$ cat config.mk
export PLATFORM = sky130hd
export DESIGN_NAME = bit_header_frame_deframer
export DESIGN_NICKNAME = d
export VERILOG_FILES = /design/src/rtl/bhfd_pkg.sv /design/src/rtl/bit_header_frame_deframer.sv /design/src/rtl/bhfd_front.sv /design/src/rtl/bhfd_queue.sv /design/src/rtl/bhfd_back.sv
export SDC_FILE = /design/constraint.sdc
export NUM_CORES = 2
export LEC_CHECK = 0
export ABC_CLOCK_PERIOD_IN_PS = 19700
export BUFFER_PORTS_ARGS = -buffer_cell sky130_fd_sc_hd__buf_2
export CAP_MARGIN = 15
export CELL_PAD_IN_SITES_DETAIL_PLACEMENT = 1
export CELL_PAD_IN_SITES_GLOBAL_PLACEMENT = 1
export CORE_MARGIN = 5
export CORE_UTILIZATION = 45
export DETAILED_ROUTE_END_ITERATION = 7
export GPL_TIMING_DRIVEN = 0
export PLACE_DENSITY_LB_ADDON = 0.1
export SLEW_MARGIN = 20
export SYNTH_ARGS = -nofsm -noshare
export SYNTH_HDL_FRONTEND = slang
export SYNTH_SLANG_ARGS = --single-unit
export TNS_END_PERCENT = 10
$ cat constraint.sdc
create_clock -name clock -period 19.7 [get_ports clock]
set_clock_uncertainty 0.1 [all_clocks]
set_input_delay 3.94 -clock clock [delete_from_list [all_inputs] [get_ports clock]]
set_output_delay 3.94 -clock clock [all_outputs]
set_load 0.005 [all_outputs]
$ cat src/rtl/bhfd_pkg.sv
// Shared types and constants of the bit header frame deframer.
package bhfd_pkg;

   localparam int MAX_PAYLOAD_BYTES = 65536;
   localparam int PCNT_W = $clog2(MAX_PAYLOAD_BYTES + 1);
   localparam int MCAP_W = 9;
   localparam int PCAP_W = 17;
   localparam int CMP_W = (PCNT_W > PCAP_W) ? PCNT_W : PCAP_W;
   localparam int QDEPTH = 4;
   localparam int QAW = $clog2(QDEPTH);

   localparam logic [MCAP_W-1:0] MCAP_RESET = MCAP_W'(256);
   localparam logic [PCAP_W-1:0] PCAP_RESET = PCAP_W'(65536);

   typedef enum logic {
      CSR_MDCAP = 1'b0,
      CSR_PCAP  = 1'b1
   } csr_index_type;

   typedef enum logic [2:0] {
      ST_OK     = 3'd0,
      ST_TRUNC  = 3'd1,
      ST_BADVER = 3'd2,
      ST_COMP   = 3'd3,
      ST_CAP    = 3'd4
   } status_type;

   typedef enum logic {
      KIND_DATA   = 1'b0,
      KIND_STATUS = 1'b1
   } kind_type;

   // One queue entry: the results caused by one accepted byte.
   typedef struct packed {
      logic       has_data;
      logic       region;
      logic [7:0] data;
      logic [4:0] mtype;
      logic [7:0] mdlen;
      logic [15:0] pcount;
      logic       has_status;
      status_type status;
   } entry_type;

endpackage

$ cat src/rtl/bit_header_frame_deframer.sv
// Top level of the bit header frame deframer.
// The deframer takes one frame byte per clock cycle, pipelined: a byte is
// accepted at every edge where push is high and full is low, and its header
// bits, realigned data bits and end-of-frame check are all worked out in the
// cycle it is accepted, by eight-bit parallel shift logic in the front end.
// The results of a byte enter a four-entry queue and appear on the result side
// from the next cycle. The back end hands out one result per cycle while the
// consumer pops, so a byte that yields a data byte and a status gives two
// results, data first. Full rises once four entries wait: when the consumer
// stalls, or when bytes that each yield two results arrive faster than the
// back end hands them out. Capacity registers are written through the csr_
// port, by the user only while the block is idle; the block does not check it.
module bit_header_frame_deframer import bhfd_pkg::*; (
   input  logic              clock,
   input  logic              reset,
   input  logic              req_push,
   output logic              req_full,
   input  logic [7:0]        req_frame_byte,
   input  logic              req_end_of_frame,
   output logic              rsp_empty,
   input  logic              rsp_pop,
   output logic              rsp_item_kind,
   output logic              rsp_region,
   output logic [7:0]        rsp_data_value,
   output logic [4:0]        rsp_message_type,
   output logic [7:0]        rsp_metadata_length,
   output logic [15:0]       rsp_payload_count,
   output logic [2:0]        rsp_status,
   output logic              rsp_last_of_run,
   input  logic              csr_we,
   input  logic              csr_index,
   input  logic [PCAP_W-1:0] csr_wdata
);

   entry_type q_entry, q_head;
   logic      q_push, q_full, q_pop, q_empty;

   assign req_full = q_full;

   bhfd_front u_front (
      .clock            (clock),
      .reset            (reset),
      .req_push         (req_push),
      .req_frame_byte   (req_frame_byte),
      .req_end_of_frame (req_end_of_frame),
      .csr_we           (csr_we),
      .csr_index        (csr_index),
      .csr_wdata        (csr_wdata),
      .q_full           (q_full),
      .q_push           (q_push),
      .q_entry          (q_entry)
   );

   bhfd_queue u_queue (
      .clock      (clock),
      .reset      (reset),
      .push       (q_push),
      .push_entry (q_entry),
      .full       (q_full),
      .pop        (q_pop),
      .head       (q_head),
      .empty      (q_empty)
   );

   bhfd_back u_back (
      .clock               (clock),
      .reset               (reset),
      .head                (q_head),
      .q_empty             (q_empty),
      .q_pop               (q_pop),
      .rsp_empty           (rsp_empty),
      .rsp_pop             (rsp_pop),
      .rsp_item_kind       (rsp_item_kind),
      .rsp_region          (rsp_region),
      .rsp_data_value      (rsp_data_value),
      .rsp_message_type    (rsp_message_type),
      .rsp_metadata_length (rsp_metadata_length),
      .rsp_payload_count   (rsp_payload_count),
      .rsp_status          (rsp_status),
      .rsp_last_of_run     (rsp_last_of_run)
   );

endmodule

$ cat src/rtl/bhfd_front.sv
// Front end: header parse and byte realignment, one byte per cycle unless q_full.
module bhfd_front import bhfd_pkg::*; (
   input  logic              clock,
   input  logic              reset,
   input  logic              req_push,
   input  logic [7:0]        req_frame_byte,
   input  logic              req_end_of_frame,
   input  logic              csr_we,
   input  logic              csr_index,
   input  logic [PCAP_W-1:0] csr_wdata,
   input  logic              q_full,
   output logic              q_push,
   output entry_type         q_entry
);

   typedef enum logic [2:0] {
      PH_PAD       = 3'd0,
      PH_VERSIONED = 3'd1,
      PH_VERSION   = 3'd2,
      PH_TYPE      = 3'd3,
      PH_COMP      = 3'd4,
      PH_MDLEN     = 3'd5,
      PH_META      = 3'd6,
      PH_PAYLOAD   = 3'd7
   } phase_type;

   typedef struct packed {
      phase_type          phase;
      logic [7:0]         carry;
      logic [2:0]         ccount;
      logic [7:0]         facc;
      logic [3:0]         fleft;
      logic [4:0]         mtype;
      logic [7:0]         mdlen;
      logic [7:0]         mleft;
      logic [PCNT_W-1:0]  pcnt;
      status_type         err;
      logic               comp;
   } fstate_type;

   fstate_type        st_ff, st_in;
   logic [MCAP_W-1:0] mcap_ff, mcap_in;
   logic [PCAP_W-1:0] pcap_ff, pcap_in;
   logic              accept;

   assign accept = req_push & ~q_full;

   always_comb begin
      fstate_type       s;
      fstate_type       clr;
      entry_type        e;
      logic             b;
      logic [CMP_W-1:0] cap;
      logic [CMP_W-1:0] cnt;

      s = st_ff;
      e = '0;
      clr = '0;
      clr.phase = PH_PAD;
      clr.err = ST_OK;

      // Walk the eight bits, most significant first; an error stops the walk.
      for (int i = 7; i >= 0; i--) begin
         b = req_frame_byte[i];
         if (s.err == ST_OK) begin
            case (s.phase)
               PH_PAD: begin
                  if (b) s.phase = PH_VERSIONED;
               end
               PH_VERSIONED: begin
                  s.facc = '0;
                  if (b) begin
                     s.phase = PH_VERSION;
                     s.fleft = 4'd8;
                  end else begin
                     s.phase = PH_TYPE;
                     s.fleft = 4'd5;
                  end
               end
               PH_COMP: begin
                  s.comp = b;
                  s.phase = PH_MDLEN;
                  s.facc = '0;
                  s.fleft = 4'd8;
               end
               PH_VERSION, PH_TYPE, PH_MDLEN: begin
                  s.facc = {s.facc[6:0], b};
                  if (s.fleft != '0) s.fleft = s.fleft - 4'd1;
                  if (s.fleft == '0) begin
                     case (s.phase)
                        PH_VERSION: begin
                           if (s.facc > 8'd1) begin
                              s.err = ST_BADVER;
                           end else begin
                              s.phase = PH_TYPE;
                              s.facc = '0;
                              s.fleft = 4'd5;
                           end
                        end
                        PH_TYPE: begin
                           s.mtype = s.facc[4:0];
                           s.phase = PH_COMP;
                        end
                        default: begin
                           s.mdlen = s.facc;
                           s.carry = '0;
                           s.ccount = '0;
                           if (s.comp) begin
                              s.err = ST_COMP;
                           end else if (({1'b0, s.facc} + 9'd1) > mcap_ff) begin
                              s.err = ST_CAP;
                           end else if (s.facc == '0) begin
                              s.phase = PH_PAYLOAD;
                           end else begin
                              s.mleft = s.facc;
                              s.phase = PH_META;
                           end
                        end
                     endcase
                  end
               end
               default: begin
                  s.carry = {s.carry[6:0], b};
                  if (s.ccount == 3'd7) begin
                     e.has_data = 1'b1;
                     e.data = s.carry;
                     s.carry = '0;
                     s.ccount = '0;
                     if (s.phase == PH_META) begin
                        e.region = 1'b0;
                        if (s.mleft != '0) s.mleft = s.mleft - 8'd1;
                        if (s.mleft == '0) s.phase = PH_PAYLOAD;
                     end else begin
                        e.region = 1'b1;
                        if (s.pcnt < PCNT_W'(MAX_PAYLOAD_BYTES)) s.pcnt = s.pcnt + 1'b1;
                     end
                  end else begin
                     s.ccount = s.ccount + 3'd1;
                  end
               end
            endcase
         end
      end

      // Effective payload capacity is the smaller of the register and the buffer.
      cap = (CMP_W'(pcap_ff) < CMP_W'(MAX_PAYLOAD_BYTES)) ?
            CMP_W'(pcap_ff) : CMP_W'(MAX_PAYLOAD_BYTES);
      cnt = CMP_W'(s.pcnt);

      e.mtype = s.mtype;
      e.mdlen = s.mdlen;
      e.pcount = (cnt > CMP_W'(16'hFFFF)) ? 16'hFFFF : cnt[15:0];
      e.has_status = req_end_of_frame;
      if (s.err != ST_OK) e.status = s.err;
      else if (s.phase != PH_PAYLOAD) e.status = ST_TRUNC;
      else if (cnt >= cap) e.status = ST_CAP;
      else e.status = ST_OK;

      q_entry = e;
      q_push = accept & (e.has_data | req_end_of_frame);

      st_in = st_ff;
      if (accept) st_in = req_end_of_frame ? clr : s;

      mcap_in = mcap_ff;
      pcap_in = pcap_ff;
      if (csr_we) begin
         case (csr_index_type'(csr_index))
            CSR_MDCAP: mcap_in = csr_wdata[MCAP_W-1:0];
            CSR_PCAP:  pcap_in = csr_wdata;
            default:   mcap_in = mcap_ff;
         endcase
      end
   end

   always_ff @(posedge clock) begin
      if (reset) begin
         st_ff <= '0;
         mcap_ff <= MCAP_RESET;
         pcap_ff <= PCAP_RESET;
      end else begin
         st_ff <= st_in;
         mcap_ff <= mcap_in;
         pcap_ff <= pcap_in;
      end
   end

endmodule

$ cat src/rtl/bhfd_queue.sv
// Short queue of result entries between the front and back ends.
module bhfd_queue import bhfd_pkg::*; (
   input  logic      clock,
   input  logic      reset,
   input  logic      push,
   input  entry_type push_entry,
   output logic      full,
   input  logic      pop,
   output entry_type head,
   output logic      empty
);

   entry_type        mem_ff [QDEPTH];
   logic [QAW-1:0]   wr_ptr_ff, wr_ptr_in;
   logic [QAW-1:0]   rd_ptr_ff, rd_ptr_in;
   logic [QAW:0]     count_ff, count_in;
   logic             do_push, do_pop;

   assign full = (count_ff == (QAW+1)'(QDEPTH));
   assign empty = (count_ff == '0);
   assign head = mem_ff[rd_ptr_ff];
   assign do_push = push & ~full;
   assign do_pop = pop & ~empty;

   always_comb begin
      wr_ptr_in = do_push ? wr_ptr_ff + 1'b1 : wr_ptr_ff;
      rd_ptr_in = do_pop ? rd_ptr_ff + 1'b1 : rd_ptr_ff;
      count_in = count_ff;
      if (do_push & ~do_pop) count_in = count_ff + 1'b1;
      else if (do_pop & ~do_push) count_in = count_ff - 1'b1;
   end

   always_ff @(posedge clock) begin
      if (do_push) mem_ff[wr_ptr_ff] <= push_entry;
   end

   always_ff @(posedge clock) begin
      if (reset) begin
         wr_ptr_ff <= '0;
         rd_ptr_ff <= '0;
         count_ff <= '0;
      end else begin
         wr_ptr_ff <= wr_ptr_in;
         rd_ptr_ff <= rd_ptr_in;
         count_ff <= count_in;
      end
   end

endmodule

$ cat src/rtl/bhfd_back.sv
// Back end: unpacks each queue entry into a data transaction and/or a status transaction.
module bhfd_back import bhfd_pkg::*; (
   input  logic       clock,
   input  logic       reset,
   input  entry_type  head,
   input  logic       q_empty,
   output logic       q_pop,
   output logic       rsp_empty,
   input  logic       rsp_pop,
   output logic       rsp_item_kind,
   output logic       rsp_region,
   output logic [7:0] rsp_data_value,
   output logic [4:0] rsp_message_type,
   output logic [7:0] rsp_metadata_length,
   output logic [15:0] rsp_payload_count,
   output logic [2:0] rsp_status,
   output logic       rsp_last_of_run
);

   // Set once the data half of the head entry has gone out.
   logic sub_ff, sub_in;
   logic show_data;
   logic taken;

   assign show_data = head.has_data & ~sub_ff;
   assign taken = rsp_pop & ~q_empty;

   always_comb begin
      rsp_empty = q_empty;
      rsp_message_type = head.mtype;
      rsp_metadata_length = head.mdlen;
      rsp_payload_count = head.pcount;
      if (show_data) begin
         rsp_item_kind = KIND_DATA;
         rsp_region = head.region;
         rsp_data_value = head.data;
         rsp_status = ST_OK;
         rsp_last_of_run = ~head.has_status;
      end else begin
         rsp_item_kind = KIND_STATUS;
         rsp_region = 1'b0;
         rsp_data_value = '0;
         rsp_status = head.status;
         rsp_last_of_run = 1'b1;
      end

      // Hold the entry while its status half is still to go.
      q_pop = taken & ~(show_data & head.has_status);
      sub_in = sub_ff;
      if (taken) sub_in = show_data & head.has_status;
   end

   always_ff @(posedge clock) begin
      if (reset) begin
         sub_ff <= 1'b0;
      end else begin
         sub_ff <= sub_in;
      end
   end

endmodule

# Word-level counts from Yosys, hierarchy flattened
# Memories as Yosys holds them, arrays and structs flattened. A register that Yosys moved wholly into a read port is not among the register bits.
# Cells that the tools add are included.
# Widths: inputs -> output; s select.
# totals
regBits,102
latch_bits,0
ram_bits,172
romBits,0
output_inout_bits,45
memories,1
# classes
n_addsub,44
mul,0
n_div,0
magnitude_cmp,27
n_eq_ne,58
shifts,0
n_mux,425
bitwise,19
n_reduce_logical,93
# mem_list
name,words,width,read_ports,rd_clocked_by_memory_dff,write_ports,line,text
u_queue.mem_ff,4,43,1,1,1,bhfd_queue.sv:13,entry_type mem_ff [QDEPTH];
# op_table
cell,n
$mux 68,9
$mux 8,73
$mux 17,25
$mux 47,8
$mux 3,102
$pmux 12 s3,8
$mux 10,24
$mux 25,8
$mux 12,16
$mux 11,16
$pmux 11 s2,8
$lt 17x17->1 const B,9
$mux 16,9
$add 17x1->17 const B,8
$logic_not 8->1,16
$mux 4,32
$pmux 8 s2,8
$mux 13,8
$eq 3x3->1 const B,33
$pmux 3 s2,16
$pmux 3 s4,8
$add 8x1->9 const B,8
$gt 9x9->1,8
$gt 8x1->1 const B,8
26 further kinds,198

# Longest topological paths before layout
# depth
depth_word,100
ltp_mapped,108
ltp_nobuf,103

# Modules after synthesis
# A second synthesis with hierarchy kept.
# hier_totals
hier_cells,3976
area_unflattened_um2,31934.4
# by_module_without_submodules
mod,n_inst,cells_each,area_each_um2
bhfd_front,1,3651,24821.3
bhfd_queue,1,273,6718.9
bhfd_back,1,52,394.1

# Worst setup path after synthesis
# No wires, ideal clock.
# synth_path
path_type,in2reg
from,input req_frame_byte[7]
to,"memory u_queue.mem_ff[0][2] (netlist bit), data pin"
arrival_time_ns,20.918
t_required_ns,19.335
slack_ns,-1.583
cell_stages,100
path_buffers,4
cell_sequence,clkbuf_1 -> inv_1 -> ha_1 -> or2_2 -> nand3_1 -> or3_1 -> buf_2 -> nand3_1 -> o21ai_1 -> nand3_1 -> nor3_1 -> nand3_1 -> xor2_1 -> ha_1 -> nand4_1 -> o32ai_1 -> a31oi_1 -> nor2b_1 -> (+64 left out) -> nor2b_1 -> o21ai_0 -> nand2b_1 -> a21oi_1 -> nor2b_1 -> o21ai_0 -> nand2b_1 -> a21oi_1 -> nor2b_1 -> o21ai_0 -> nand2b_1 -> a21oi_1 -> nor2b_1 -> o21ai_0 -> nand2b_1 -> a21oi_1 -> nor2_1 -> a41o_1
# synth_rtl
element,line,text
start: declaration,bit_header_frame_deframer.sv:18,"input logic [7:0] req_frame_byte,"
end: declaration,bhfd_queue.sv:13,

==> impl_metrics.yaml <==
run_status:
  outcome: "complete, but fails checks"
  violations: "setup timing"
sta:
  finalHoldViolations: 0
  period_needed_ns: 20.85
  hold_slack_ns: 0.355
  slew_headroom: 0.171
  worst_slew_pin_slew_ns: 1.24
  finalSetupViolations: 18
  grt_setup_unrepaired: "true"
  postLayoutSetupSlackWorst_ns: -1.15
  max_freq_mhz: 48.0
  setup_tns_ns: -14.90
  drv_slew: 0
  fin_crit_sh: 1.06
grt:
  grt_max_degree: 44
  antenna_found_initial: 3
  grt_use_total: 0.391
  gr-total-overflow: 0
  grt_pass1_wl_mm: 228
  grt_pass1_vias: 35524
clock_tree:
  cts_root_buf: "clkbuf_16"
  cts_max_path_buffers: 3
  clock-sinks: 274
  cts_tree: "yes"
  htree_levels: 1
  cts_buffers: 25
  clk_pin_slew_ns: 0.07
  insertion_delay_ns: 0.54
synthesis:
  syn_inst: 3950
  ys_ff_latch: 274
  synth_edf_count: 172
  synth_cell_types: 146
  synth_nets: 4148
  synthTopCellsByArea: "edfxtp_1 (16%), ha_1 (6.5%), dfxtp_1 (6.5%)"
  yosysSeqAreaShare: 0.228
  syn_area_per_cell_um2: 8.01
  synth_top_cell_area_share: 0.163
  yosysWarnings: 0
  synth_ff_type: "edfxtp_1"
  synth_top_area_cell: "edfxtp_1"
  synth_area_um2: 31700
  synthArstFlopShare: 0
worst_setup_path:
  critPathKind: "in2reg"
  cp-start-kind: "input pin"
  crit_path_end_kind: "register"
  crit_fanout: 8
  required_ns: 19.86
  critPathMostFrequentCell: "a21oi_2"
  slowest_delay_ns: 0.80
  crit_slowest_cell: "a22oi_1"
  critical_path_arrival_ns: 21.01
detailed_routing:
  ant_nets: 0
  wl_mm: 158
  wl_per_cell_um: 30.3
  viasPerCell: 7.05
  drt_iter0_drc: 4419
  vias: 36855
  post-route-drc-count: 0
  drt_first_pass_iters: 6
floorplanning:
  initial_core_util: 0.453
  rows: 97
  coreArea_um2: 69900
  fp.dieH_um: 275
  die_x_um: 275
  die_area_um2: 75700
  io_pins: 77
cells_and_area:
  drive_gt1_frac: 0.220
  nets: 4462
  finish.utilization: 0.543
  fill_cells: 8500
  layout_common_cells: "nand2_1 (406), nor2_1 (359), a21oi_1 (225)"
  layout_commonest_cell: "nand2_1"
  syn_to_final_growth_pct: 20.0
placement:
  hpwl_mm: 120
  gp_congestion: 1.03
  io_buffers: 75
hold_path:
  hold_path_class: "reg2reg"
flow_run:
  drv_cap: 0
## synth_stat cells, types with 37 or more instances
| cell type | n |
|---|---|
| nand2_1 | 418 |
| nor2_1 | 385 |
| a21oi_1 | 260 |
| o21ai_0 | 177 |
| edfxtp_1 | 172 |
| ha_1 | 165 |
| nand3_1 | 138 |
| clkbuf_1 | 126 |
| nor3_1 | 124 |
| xnor2_1 | 121 |
| dfxtp_1 | 102 |
| inv_1 | 97 |
| o211ai_1 | 88 |
| a211oi_1 | 84 |
| nand4_1 | 70 |
| a31oi_1 | 63 |
| xor2_1 | 62 |
| a22oi_1 | 59 |
| and2_1 | 56 |
| nor2b_1 | 52 |
| mux2i_1 | 46 |
| buf_2 | 44 |
| o21a_1 | 44 |
| mux4_2 | 43 |
| or3_1 | 43 |
| nor4_1 | 41 |
| nand2b_1 | 38 |
| o21ai_1 | 38 |
| and3_1 | 37 |
## worst max-delay path: cells and delay by family
family                   cells  cell delay, ns
buffers and inverters       14            2.05
AND/OR/NAND/NOR             28            4.61
XOR/XNOR                     3            0.51
AO/OA/AOI/OAI               37            6.93
multiplexers                 4            1.07
adder cells (fa/ha/maj)      7            1.86
## kinds of logic after synthesis
kind of cell	after synthesis	synth area share
xor+xnor	184	0.0512
simple gates	1592	0.258
compound gates	1322	0.305
buf+inv	302	0.0400
flops	274	0.228
fa+ha+maj	166	0.0659
mux	110	0.0528
## final timing paths
kind / from / endpoint / slack [ns] / cells past startpoint
max: req_frame_byte[7] / u_queue.mem_ff[2][2]$_DFFE_PP_ / -1.15 / 93
min: u_front.mcap_ff[3]$_SDFFE_PP0P_ / u_front.mcap_ff[3]$_SDFFE_PP0P_ / 0.36 / 2
max reg2reg: u_front.st_ff[47]$_SDFFE_PP0P_ / u_queue.mem_ff[2][2]$_DFFE_PP_ / 0.96 / 94
min reg2reg: u_front.mcap_ff[3]$_SDFFE_PP0P_ / u_front.mcap_ff[3]$_SDFFE_PP0P_ / 0.36 / 2
## stage by stage
stage,area [um^2],std cells,setup WS (ns)
3_3_place_gp,33500,4965,-5.16
6_report,38000,5224,-1.15
3_5_place_dp,33600,4967,-5.45
4_1_cts,37100,5171,-0.706
2_1_floorplan,32000,3950,0.00956
5_1_grt,38000,5222,-1.75
## registers in the layout, indices dropped and copies added (netlist names), named ones only
signal / count
u_queue.mem_ff: 172
u_front.mcap_ff: 9
u_front.st_ff: 66
u_front.pcap_ff: 17
u_queue.wr_ptr_ff: 2
u_back.sub_ff: 1
u_queue.count_ff: 3
u_queue.rd_ptr_ff: 2
## cell type report
cell class                 count  area, um^2  area share
clock inverter                15         164     0.00432
multi-input combinational   3374       25300       0.665
tap                          940        1180      0.0310
timing repair buffer         297        2110      0.0557
clock buffer                  30         654      0.0172
antenna                        2        5.00    0.000132
buffer                       187         980      0.0258
inverter                     105         420      0.0111
sequential                   274        7210       0.190
## layer usage
metal  GRT usage  vias to the layer above  wire length [um]
li1            -                    15924                 -
met2       0.595                     2138             67700
met5           0                        -                34
met3      0.0702                      458             15600
met4       0.186                        4              9510
met1       0.538                    18331             65400
## timing repair
| item | in CTS | in global routing |
|---|---|---|
| endpoints found under the setup margin | 410 | 373 |
| pin swaps | 122 | 86 |
| resized for setup | 309 | 113 |
| buffers inserted | 166 | 55 |
| hold buffers | 0 | 0 |
Power is left out: the tool's default activity adds up to more than one toggle a clock period on the data nets, which glitch-free logic cannot reach.
